===== src/dre_pkg.sv =====
// Shared types and constants for the delimited record extractor.
// Used by the front, queue, back and top-level modules; no dependencies.
package dre_pkg;

    // Character classes for the byte filter.
    localparam logic [7:0] CHAR_TAB   = 8'h09;
    localparam logic [7:0] CHAR_CR    = 8'h0D;
    localparam logic [7:0] CHAR_SPACE = 8'h20;
    localparam logic [7:0] CHAR_TILDE = 8'h7E;

    // Reset values of the configuration registers.
    localparam logic [7:0]  DELIM_RESET    = 8'd10;
    localparam logic [15:0] CAPACITY_RESET = 16'd64;
    localparam logic [15:0] SCAN_RESET     = 16'd100;

    // Queue between the front and the back.
    localparam int QUEUE_DEPTH = 2;
    localparam int QPTR_W      = 1;
    localparam int QCNT_W      = 2;

    // Configuration register index, taken from paddr[3:2].
    typedef enum logic [1:0] {
        REG_DELIMITER  = 2'd0,
        REG_CAPACITY   = 2'd1,
        REG_SCAN_LIMIT = 2'd2,
        REG_UNUSED     = 2'd3
    } reg_index_t;

    // Record status codes.
    typedef enum logic [2:0] {
        ST_RUN       = 3'd0,
        ST_OK        = 3'd1,
        ST_OVERFLOW  = 3'd2,
        ST_TIMEOUT   = 3'd3,
        ST_NEED_MORE = 3'd4,
        ST_PARTIAL   = 3'd5
    } status_t;

    // Configuration as seen by the datapath.
    typedef struct packed {
        logic [7:0]  delimiter;
        logic [15:0] record_capacity;
        logic [15:0] scan_limit;
    } cfg_t;

    // One classified input item.
    typedef struct packed {
        logic       mode;
        logic [7:0] byte_value;
        logic       is_delim;
        logic       is_kept;
    } item_t;

    // One result item.
    typedef struct packed {
        logic [7:0]  out_byte;
        logic        byte_kept;
        logic        consumed;
        status_t     status;
        logic [15:0] record_len;
        logic        record_end;
    } result_t;

endpackage


===== src/dre_front.sv =====
// Front end of the record extractor: accepts input transfers and classifies each byte.
// Depends on dre_pkg; feeds dre_queue.
module dre_front
    import dre_pkg::*;
(
    input  logic       in_valid,
    input  logic       mode,
    input  logic [7:0] byte_value,
    input  logic [7:0] delimiter,
    input  logic       queue_full,
    output logic       in_stall,
    output logic       push,
    output item_t      item
);

    logic is_printable;

    // Hold off the source while the queue has no free entry.
    assign in_stall = queue_full;
    assign push     = in_valid && !queue_full;

    // Classify the byte against the delimiter and the keep filter.
    assign is_printable = (byte_value >= CHAR_SPACE) && (byte_value <= CHAR_TILDE);

    always_comb
    begin
        item.mode       = mode;
        item.byte_value = byte_value;
        item.is_delim   = (byte_value == delimiter);
        item.is_kept    = is_printable || (byte_value == CHAR_TAB) || (byte_value == CHAR_CR);
    end

endmodule


===== src/dre_queue.sv =====
// Short FIFO of classified items between the front and the back.
// Depends on dre_pkg.
module dre_queue
    import dre_pkg::*;
(
    input  logic  clk,
    input  logic  rst_n,
    input  logic  push,
    input  item_t push_item,
    input  logic  pop,
    output item_t pop_item,
    output logic  full,
    output logic  empty
);

    item_t             entry_reg [QUEUE_DEPTH];
    logic [QPTR_W-1:0] wr_ptr_reg;
    logic [QPTR_W-1:0] wr_ptr_next;
    logic [QPTR_W-1:0] rd_ptr_reg;
    logic [QPTR_W-1:0] rd_ptr_next;
    logic [QCNT_W-1:0] count_reg;
    logic [QCNT_W-1:0] count_next;

    assign full     = (count_reg == QCNT_W'(QUEUE_DEPTH));
    assign empty    = (count_reg == '0);
    assign pop_item = entry_reg[rd_ptr_reg];

    // Pointer and fill-count update.
    always_comb
    begin
        wr_ptr_next = push ? wr_ptr_reg + 1'b1 : wr_ptr_reg;
        rd_ptr_next = pop ? rd_ptr_reg + 1'b1 : rd_ptr_reg;
        count_next  = count_reg;
        if (push && !pop)
        begin
            count_next = count_reg + 1'b1;
        end
        else if (pop && !push)
        begin
            count_next = count_reg - 1'b1;
        end
    end

    always_ff @(posedge clk or negedge rst_n)
    begin
        if (!rst_n)
        begin
            wr_ptr_reg <= '0;
            rd_ptr_reg <= '0;
            count_reg  <= '0;
        end
        else
        begin
            wr_ptr_reg <= wr_ptr_next;
            rd_ptr_reg <= rd_ptr_next;
            count_reg  <= count_next;
        end
    end

    // Entry storage needs no reset.
    always_ff @(posedge clk)
    begin
        if (push)
        begin
            entry_reg[wr_ptr_reg] <= push_item;
        end
    end

endmodule


===== src/dre_back.sv =====
// Back end of the record extractor: record counters, status decision and output register.
// Depends on dre_pkg; drains dre_queue.
module dre_back
    import dre_pkg::*;
#(
    parameter int COUNT_WIDTH = 16
)
(
    input  logic    clk,
    input  logic    rst_n,
    input  cfg_t    cfg,
    input  item_t   item,
    input  logic    queue_empty,
    output logic    pop,
    input  logic    out_stall,
    output logic    out_valid,
    output result_t result
);

    localparam int CMP_W = (COUNT_WIDTH > 16) ? COUNT_WIDTH : 16;
    localparam logic [COUNT_WIDTH-1:0] COUNT_MAX = '1;

    logic [COUNT_WIDTH-1:0] kept_reg;
    logic [COUNT_WIDTH-1:0] kept_next;
    logic [COUNT_WIDTH-1:0] scanned_reg;
    logic [COUNT_WIDTH-1:0] scanned_next;
    logic                   out_valid_reg;
    logic                   out_valid_next;
    result_t                result_reg;
    result_t                result_next;
    logic [CMP_W-1:0]       kept_ext;
    logic [CMP_W-1:0]       scanned_ext;
    logic                   scan_hit;
    logic                   cap_hit;

    // Take an item when the output register is free or being drained.
    assign pop = !queue_empty && (!out_valid_reg || !out_stall);

    assign kept_ext    = CMP_W'(kept_reg);
    assign scanned_ext = CMP_W'(scanned_reg);
    assign scan_hit    = scanned_ext >= CMP_W'(cfg.scan_limit);
    assign cap_hit     = kept_ext >= CMP_W'(cfg.record_capacity);

    // Record decision: end of input, scan limit, delimiter, capacity, then filter.
    always_comb
    begin
        kept_next              = kept_reg;
        scanned_next           = scanned_reg;
        result_next.out_byte   = 8'd0;
        result_next.byte_kept  = 1'b0;
        result_next.consumed   = 1'b0;
        result_next.status     = ST_RUN;
        result_next.record_len = 16'd0;
        result_next.record_end = 1'b0;
        priority if (item.mode)
        begin
            result_next.status     = (kept_reg == '0) ? ST_NEED_MORE : ST_PARTIAL;
            result_next.record_len = kept_ext[15:0];
            result_next.record_end = 1'b1;
            kept_next              = '0;
            scanned_next           = '0;
        end
        else if (scan_hit)
        begin
            result_next.status     = ST_TIMEOUT;
            result_next.record_len = kept_ext[15:0];
            result_next.record_end = 1'b1;
            kept_next              = '0;
            scanned_next           = '0;
        end
        else if (item.is_delim)
        begin
            result_next.status     = ST_OK;
            result_next.consumed   = 1'b1;
            result_next.record_len = kept_ext[15:0];
            result_next.record_end = 1'b1;
            kept_next              = '0;
            scanned_next           = '0;
        end
        else if (cap_hit)
        begin
            result_next.status     = ST_OVERFLOW;
            result_next.record_len = kept_ext[15:0];
            result_next.record_end = 1'b1;
            kept_next              = '0;
            scanned_next           = '0;
        end
        else
        begin
            result_next.consumed = 1'b1;
            scanned_next = (scanned_reg == COUNT_MAX) ? COUNT_MAX : scanned_reg + 1'b1;
            if (item.is_kept)
            begin
                result_next.out_byte  = item.byte_value;
                result_next.byte_kept = 1'b1;
                kept_next = (kept_reg == COUNT_MAX) ? COUNT_MAX : kept_reg + 1'b1;
            end
        end
    end

    assign out_valid_next = pop || (out_valid_reg && out_stall);

    // Counters and output valid.
    always_ff @(posedge clk or negedge rst_n)
    begin
        if (!rst_n)
        begin
            kept_reg      <= '0;
            scanned_reg   <= '0;
            out_valid_reg <= 1'b0;
        end
        else
        begin
            out_valid_reg <= out_valid_next;
            if (pop)
            begin
                kept_reg    <= kept_next;
                scanned_reg <= scanned_next;
            end
        end
    end

    // Output payload register.
    always_ff @(posedge clk)
    begin
        if (pop)
        begin
            result_reg <= result_next;
        end
    end

    assign out_valid = out_valid_reg;
    assign result    = result_reg;

    // A record end always leaves both counters cleared.
    a_clear_on_end: assert property (@(posedge clk) disable iff (!rst_n)
        pop && result_next.record_end |=> (kept_reg == '0) && (scanned_reg == '0))
        else $error("counters not cleared after record end");

    // Every kept byte was also scanned.
    a_kept_le_scanned: assert property (@(posedge clk) disable iff (!rst_n)
        kept_reg <= scanned_reg)
        else $error("kept count exceeds scanned count");

    // A kept byte never closes a record.
    a_kept_in_progress: assert property (@(posedge clk) disable iff (!rst_n)
        out_valid_reg && result_reg.byte_kept |->
            !result_reg.record_end && (result_reg.status == ST_RUN) && result_reg.consumed)
        else $error("kept byte with a closing status");

    // Timeout and overflow results hand the byte back.
    a_not_consumed: assert property (@(posedge clk) disable iff (!rst_n)
        out_valid_reg && ((result_reg.status == ST_TIMEOUT) ||
                          (result_reg.status == ST_OVERFLOW)) |-> !result_reg.consumed)
        else $error("timeout or overflow marked as consumed");

endmodule


===== src/delimited_record_extractor_core.sv =====
// Delimited record extractor: an input transfer is held in a queue entry and then in the
// output register. Throughput is one byte per cycle while out_stall is low.
// A two-entry queue decouples the input front end from the counter and output stage.
// Reset (rst_n low, asynchronous) clears counters, queue and output valid, and loads
// delimiter 10, record capacity 64 and scan limit 100. No clearing pass is needed.
module delimited_record_extractor_core
    import dre_pkg::*;
#(
    parameter int COUNT_WIDTH = 16
)
(
    input  logic        clk,
    input  logic        rst_n,
    // Configuration port
    input  logic        psel,
    input  logic        penable,
    input  logic        pwrite,
    input  logic [3:0]  paddr,
    input  logic [31:0] pwdata,
    output logic [31:0] prdata,
    output logic        pready,
    // Input channel
    input  logic        in_valid,
    output logic        in_stall,
    input  logic        mode,
    input  logic [7:0]  byte_value,
    // Output channel
    output logic        out_valid,
    input  logic        out_stall,
    output logic [7:0]  out_byte,
    output logic        byte_kept,
    output logic        consumed,
    output logic [2:0]  status,
    output logic [15:0] record_len,
    output logic        record_end
);

    cfg_t       cfg_reg;
    cfg_t       cfg_next;
    reg_index_t reg_index;
    logic       cfg_write;
    logic       push;
    item_t      push_item;
    item_t      pop_item;
    logic       queue_full;
    logic       queue_empty;
    logic       pop;
    result_t    result;

    // Configuration register writes and reads.
    assign pready    = 1'b1;
    assign reg_index = reg_index_t'(paddr[3:2]);
    assign cfg_write = psel && penable && pwrite && pready;

    always_comb
    begin
        cfg_next = cfg_reg;
        if (cfg_write)
        begin
            unique case (reg_index)
                REG_DELIMITER:  cfg_next.delimiter       = pwdata[7:0];
                REG_CAPACITY:   cfg_next.record_capacity = pwdata[15:0];
                REG_SCAN_LIMIT: cfg_next.scan_limit      = pwdata[15:0];
                REG_UNUSED:     cfg_next = cfg_reg;
            endcase
        end
    end

    always_comb
    begin
        unique case (reg_index)
            REG_DELIMITER:  prdata = {24'd0, cfg_reg.delimiter};
            REG_CAPACITY:   prdata = {16'd0, cfg_reg.record_capacity};
            REG_SCAN_LIMIT: prdata = {16'd0, cfg_reg.scan_limit};
            REG_UNUSED:     prdata = 32'd0;
        endcase
    end

    always_ff @(posedge clk or negedge rst_n)
    begin
        if (!rst_n)
        begin
            cfg_reg.delimiter       <= DELIM_RESET;
            cfg_reg.record_capacity <= CAPACITY_RESET;
            cfg_reg.scan_limit      <= SCAN_RESET;
        end
        else
        begin
            cfg_reg <= cfg_next;
        end
    end

    // Front end: input transfers and byte classification.
    dre_front u_front (
        .in_valid   (in_valid),
        .mode       (mode),
        .byte_value (byte_value),
        .delimiter  (cfg_reg.delimiter),
        .queue_full (queue_full),
        .in_stall   (in_stall),
        .push       (push),
        .item       (push_item)
    );

    // Queue between the two halves.
    dre_queue u_queue (
        .clk       (clk),
        .rst_n     (rst_n),
        .push      (push),
        .push_item (push_item),
        .pop       (pop),
        .pop_item  (pop_item),
        .full      (queue_full),
        .empty     (queue_empty)
    );

    // Back end: counters, status and output register.
    dre_back #(
        .COUNT_WIDTH (COUNT_WIDTH)
    ) u_back (
        .clk         (clk),
        .rst_n       (rst_n),
        .cfg         (cfg_reg),
        .item        (pop_item),
        .queue_empty (queue_empty),
        .pop         (pop),
        .out_stall   (out_stall),
        .out_valid   (out_valid),
        .result      (result)
    );

    assign out_byte   = result.out_byte;
    assign byte_kept  = result.byte_kept;
    assign consumed   = result.consumed;
    assign status     = result.status;
    assign record_len = result.record_len;
    assign record_end = result.record_end;

endmodule

===== config.mk =====
export PLATFORM = sky130hd
export DESIGN_NAME = delimited_record_extractor_core
export DESIGN_NICKNAME = d
export VERILOG_FILES = /design/src/dre_pkg.sv /design/src/dre_front.sv /design/src/dre_queue.sv /design/src/dre_back.sv /design/src/delimited_record_extractor_core.sv
export SDC_FILE = /design/constraint.sdc
export NUM_CORES = 1
export LEC_CHECK = 0
export BUFFER_PORTS_ARGS = -buffer_cell sky130_fd_sc_hd__buf_4
export CORE_MARGIN = 2
export CORE_UTILIZATION = 59
export CTS_BUF_LIST = sky130_fd_sc_hd__clkbuf_4 sky130_fd_sc_hd__clkbuf_8
export DETAILED_ROUTE_END_ITERATION = 8
export PLACE_DENSITY = 0.93
export SETUP_SLACK_MARGIN = 0.4
export SYNTH_ARGS = -nofsm -noshare
export SYNTH_HDL_FRONTEND = slang
export SYNTH_HIERARCHICAL = 1
export SYNTH_SLANG_ARGS = --single-unit

===== constraint.sdc =====
create_clock -name clk -period 3.31 [get_ports clk]
set_input_delay 0.662 -clock clk [delete_from_list [all_inputs] [get_ports clk]]
set_output_delay 0.662 -clock clk [all_outputs]
set_load 0.005 [all_outputs]

==> results.md <==
- Outcome: completed
- Tcrit/Tclk final: 0.897
- Setup violations, final: 0
- Antenna cells: 0
- Total CTS buffers: 17
- Initial Util: 0.604
- Synth cell types: 62
- FF-to-FF Start: cfg_reg[2]$_DFFE_PN1P_
- Synth Register Bits: 129
- Fillcell total: 763
- Sequential area share after synthesis: 0.509
- Crit. End Element: flop
- Post-synthesis mux area share: 0.107
- Synthesized area: 0.00687 mm2
- Final Hold Fails: 0
- Area leader, netlist: dfrtp_1
- Async SR Flop Fraction: 0.597
- Fmax achieved: 337 MHz
- Post-synthesis adder-cell area fraction: 0.0655
- Worst Hold Class: input pin to async pin
- Post-synth EDFFs: 52
- Layout cells sized above 1: 0.285
- Most used cells in the layout excluding fill and tap cells: buf_4 (93), dfrtp_1 (71), edfxtp_1 (52)
- Global-route wire length before repair: 25000 um
- Syn Area/Cell: 11.3 um2
- DRT Pass-1 Iters: 8
- Detail Placement HPWL: 10900 um
- H-tree Lvls: 4
- Fin crit period: 2.97 ns
- Gr ovfl total: 0
- I/O Pins: 117
- Worst-path clk slew: 0.08 ns
- Clk_lat worst skew: 0.45 ns
- Final wirelength: 16200 um
- Yosys warnings: 6
- Wire per inst: 19.0 um
- Die H: 112 um
- Register area: 0.00350 mm2
- Area Overhead vs Synth: 15.2%
- R2r worst-path depth: 10
- Hold_ws: 0.337 ns
- Total Neg Setup Slack: 0 ns
- Yosys top cell area share: 0.259
- Max_slew headroom: 0.321
- Setup crit start kind: flop
- CTS tree: built
- Largest family of logic cells by synthesized area: simple AND/OR/NAND/NOR gates
- Worst Path Max Fanout: 12
- IO buf count: 81
- Root Buffer: clkbuf_8
- CTS max path bufs: 2
- Final Max Slew Viols: 0
- Vias in the first global route: 5204
- DR iter-0 viols: 905
- Multi-input gate area: 0.00299 mm2
- Die ar.: 0.0125 mm2
- Peak supply drop: 453 uV
- Power per Cell Area: 678 mW/mm2
- Max_cap viols: 0
- Die X: 112 um
- Setup Crit Path Kind: flop to flop
- Unrepaired setup endpoints after global routing: true
- Mapped Cells: 610
- Commonest non-fill, non-tap cell in the layout: buf_4
- Slew @ Worst Pin: 1.02 ns
- CTS Sinks: 129
- Required @ worst endpoint: 3.66 ns
- Vias per cell: 6.24
- Nets@finish: 781
- Final ANT Viol Nets: 0
- Arrival time worst endpoint: 3.32 ns
- Overall routing resource usage: 0.253
- Routability Congestion: 0.908
- Synth Area in Simple Gates: 0.131
- Reg2reg setup slack: 0.34 ns
- Drt drc: 0
- Leak: 3.54 nW
- Post-cts hold buffer count: 0
- Xor-xnor portion of the synthesized cell area: 0.0166
- Clk_skew: 0.0168 ns
- Via count: 5296
- Critical R2R Capture: u_back/scanned_ext[2]$_DFFE_PN0P_
- Row count: 39
- Synth Area in Compound Gates: 0.101
- Primary FF master, synth: dfrtp_1
- Initial antenna violation count: 0
- Largest net degree at the start of global routing: 78
- Core area: 0.0114 mm2
- Max reg flops: 40
- Area contributors post-synth: dfrtp_1 (26%), edfxtp_1 (23%), ha_1 (6.6%)
## power breakdown
group | switching, mW | internal, mW
combinational | 0.924 | 0.824
sequential | 0.265 | 2.11
clock | 0.644 | 0.597
total | 1.83 | 3.53
## layer usage
layer,vias to the layer above,part of all wire,GRT usage
li1,2330,-,-
met1,2486,0.37,0.307
met2,383,0.50,0.430
met3,97,0.088,0.0572
met4,0,0.042,0.121
met5,-,0,0
## worst max-delay path, stage by stage, from the launching register on
cell and delay [ns]:
dfstp_2 0.55, inv_2 0.05, ha_4 0.15, or4_4 0.52, a21oi_2 0.15, a211oi_2 0.06
or4_4 0.47, nor4_4 0.29, buf_6 0.21, o21ai_0 0.17, a21oi_1 0.26
## worst max-delay path by stage
stage                      startpoint                                end  slack [ns]
3_5_place_dp   cfg_reg[2]$_DFFE_PN1P_     u_back/kept_ext[1]$_DFFE_PN0P_        0.45
4_1_cts        cfg_reg[2]$_DFFE_PN1P_     u_back/kept_ext[0]$_DFFE_PN0P_        0.40
3_3_place_gp   cfg_reg[2]$_DFFE_PN1P_     u_back/kept_ext[0]$_DFFE_PN0P_        0.51
6_report       cfg_reg[2]$_DFFE_PN1P_  u_back/scanned_ext[2]$_DFFE_PN0P_        0.34
5_1_grt        cfg_reg[2]$_DFFE_PN1P_         u_back/result[1]$_DFFE_PP_        0.28
2_1_floorplan  cfg_reg[2]$_DFFE_PN1P_        u_back/result[10]$_DFFE_PP_        0.61
## cell families after synthesis
| family | count (synthesis) |
|---|---|
| flops | 129 |
| simple gates | 170 |
| compound gates | 111 |
| other cells | 2 |
| xor+xnor | 13 |
| fa+ha+maj | 36 |
| mux | 60 |
| buf+inv | 89 |
## synth_stat cells (9+ instances only)
| master | n |
|---|---|
| edfxtp_1 | 52 |
| mux2_4 | 19 |
| nand3_1 | 19 |
| nor2b_1 | 22 |
| xnor2_1 | 9 |
| buf_4 | 28 |
| mux2_2 | 32 |
| ha_1 | 36 |
| clkbuf_1 | 11 |
| nand2_1 | 33 |
| nor2_1 | 38 |
| nand4_1 | 11 |
| dfrtp_1 | 71 |
| a21oi_1 | 39 |
| and3_1 | 16 |
| o21ai_0 | 25 |
| mux2i_1 | 9 |
| inv_1 | 42 |
## through the flow
step / total power [mW] / instance area, um2 / utilization / setup slack, ns / cells
2_1_floorplan: 3.34 / 6930 / - / 0.607 / 625
3_3_place_gp: 3.87 / 7470 / 0.657 / 0.506 / 812
3_5_place_dp: 4.00 / 7470 / 0.657 / 0.453 / 812
4_1_cts: 5.23 / 7830 / 0.689 / 0.401 / 844
5_1_grt: 5.62 / 7920 / 0.696 / 0.278 / 849
6_report: 5.36 / 7920 / 0.696 / 0.340 / 849
## area by class of cell
class	count	share of cell area
well taps	143	0.0226
clock buffers	18	0.0305
flip-flops and latches	129	0.442
clock inverters	14	0.0149
multi-input cells	407	0.378
repair buffers	96	0.0925
inverters	42	0.0199
## timing repair
action                     in CTS  in global routing
hold endpoints to repair        0                  0
setup endpoints to repair       0                 45
setup buffers                   0                  3
resized for setup               0                 18
No activity file was read; power rests on OpenSTA's default activity.
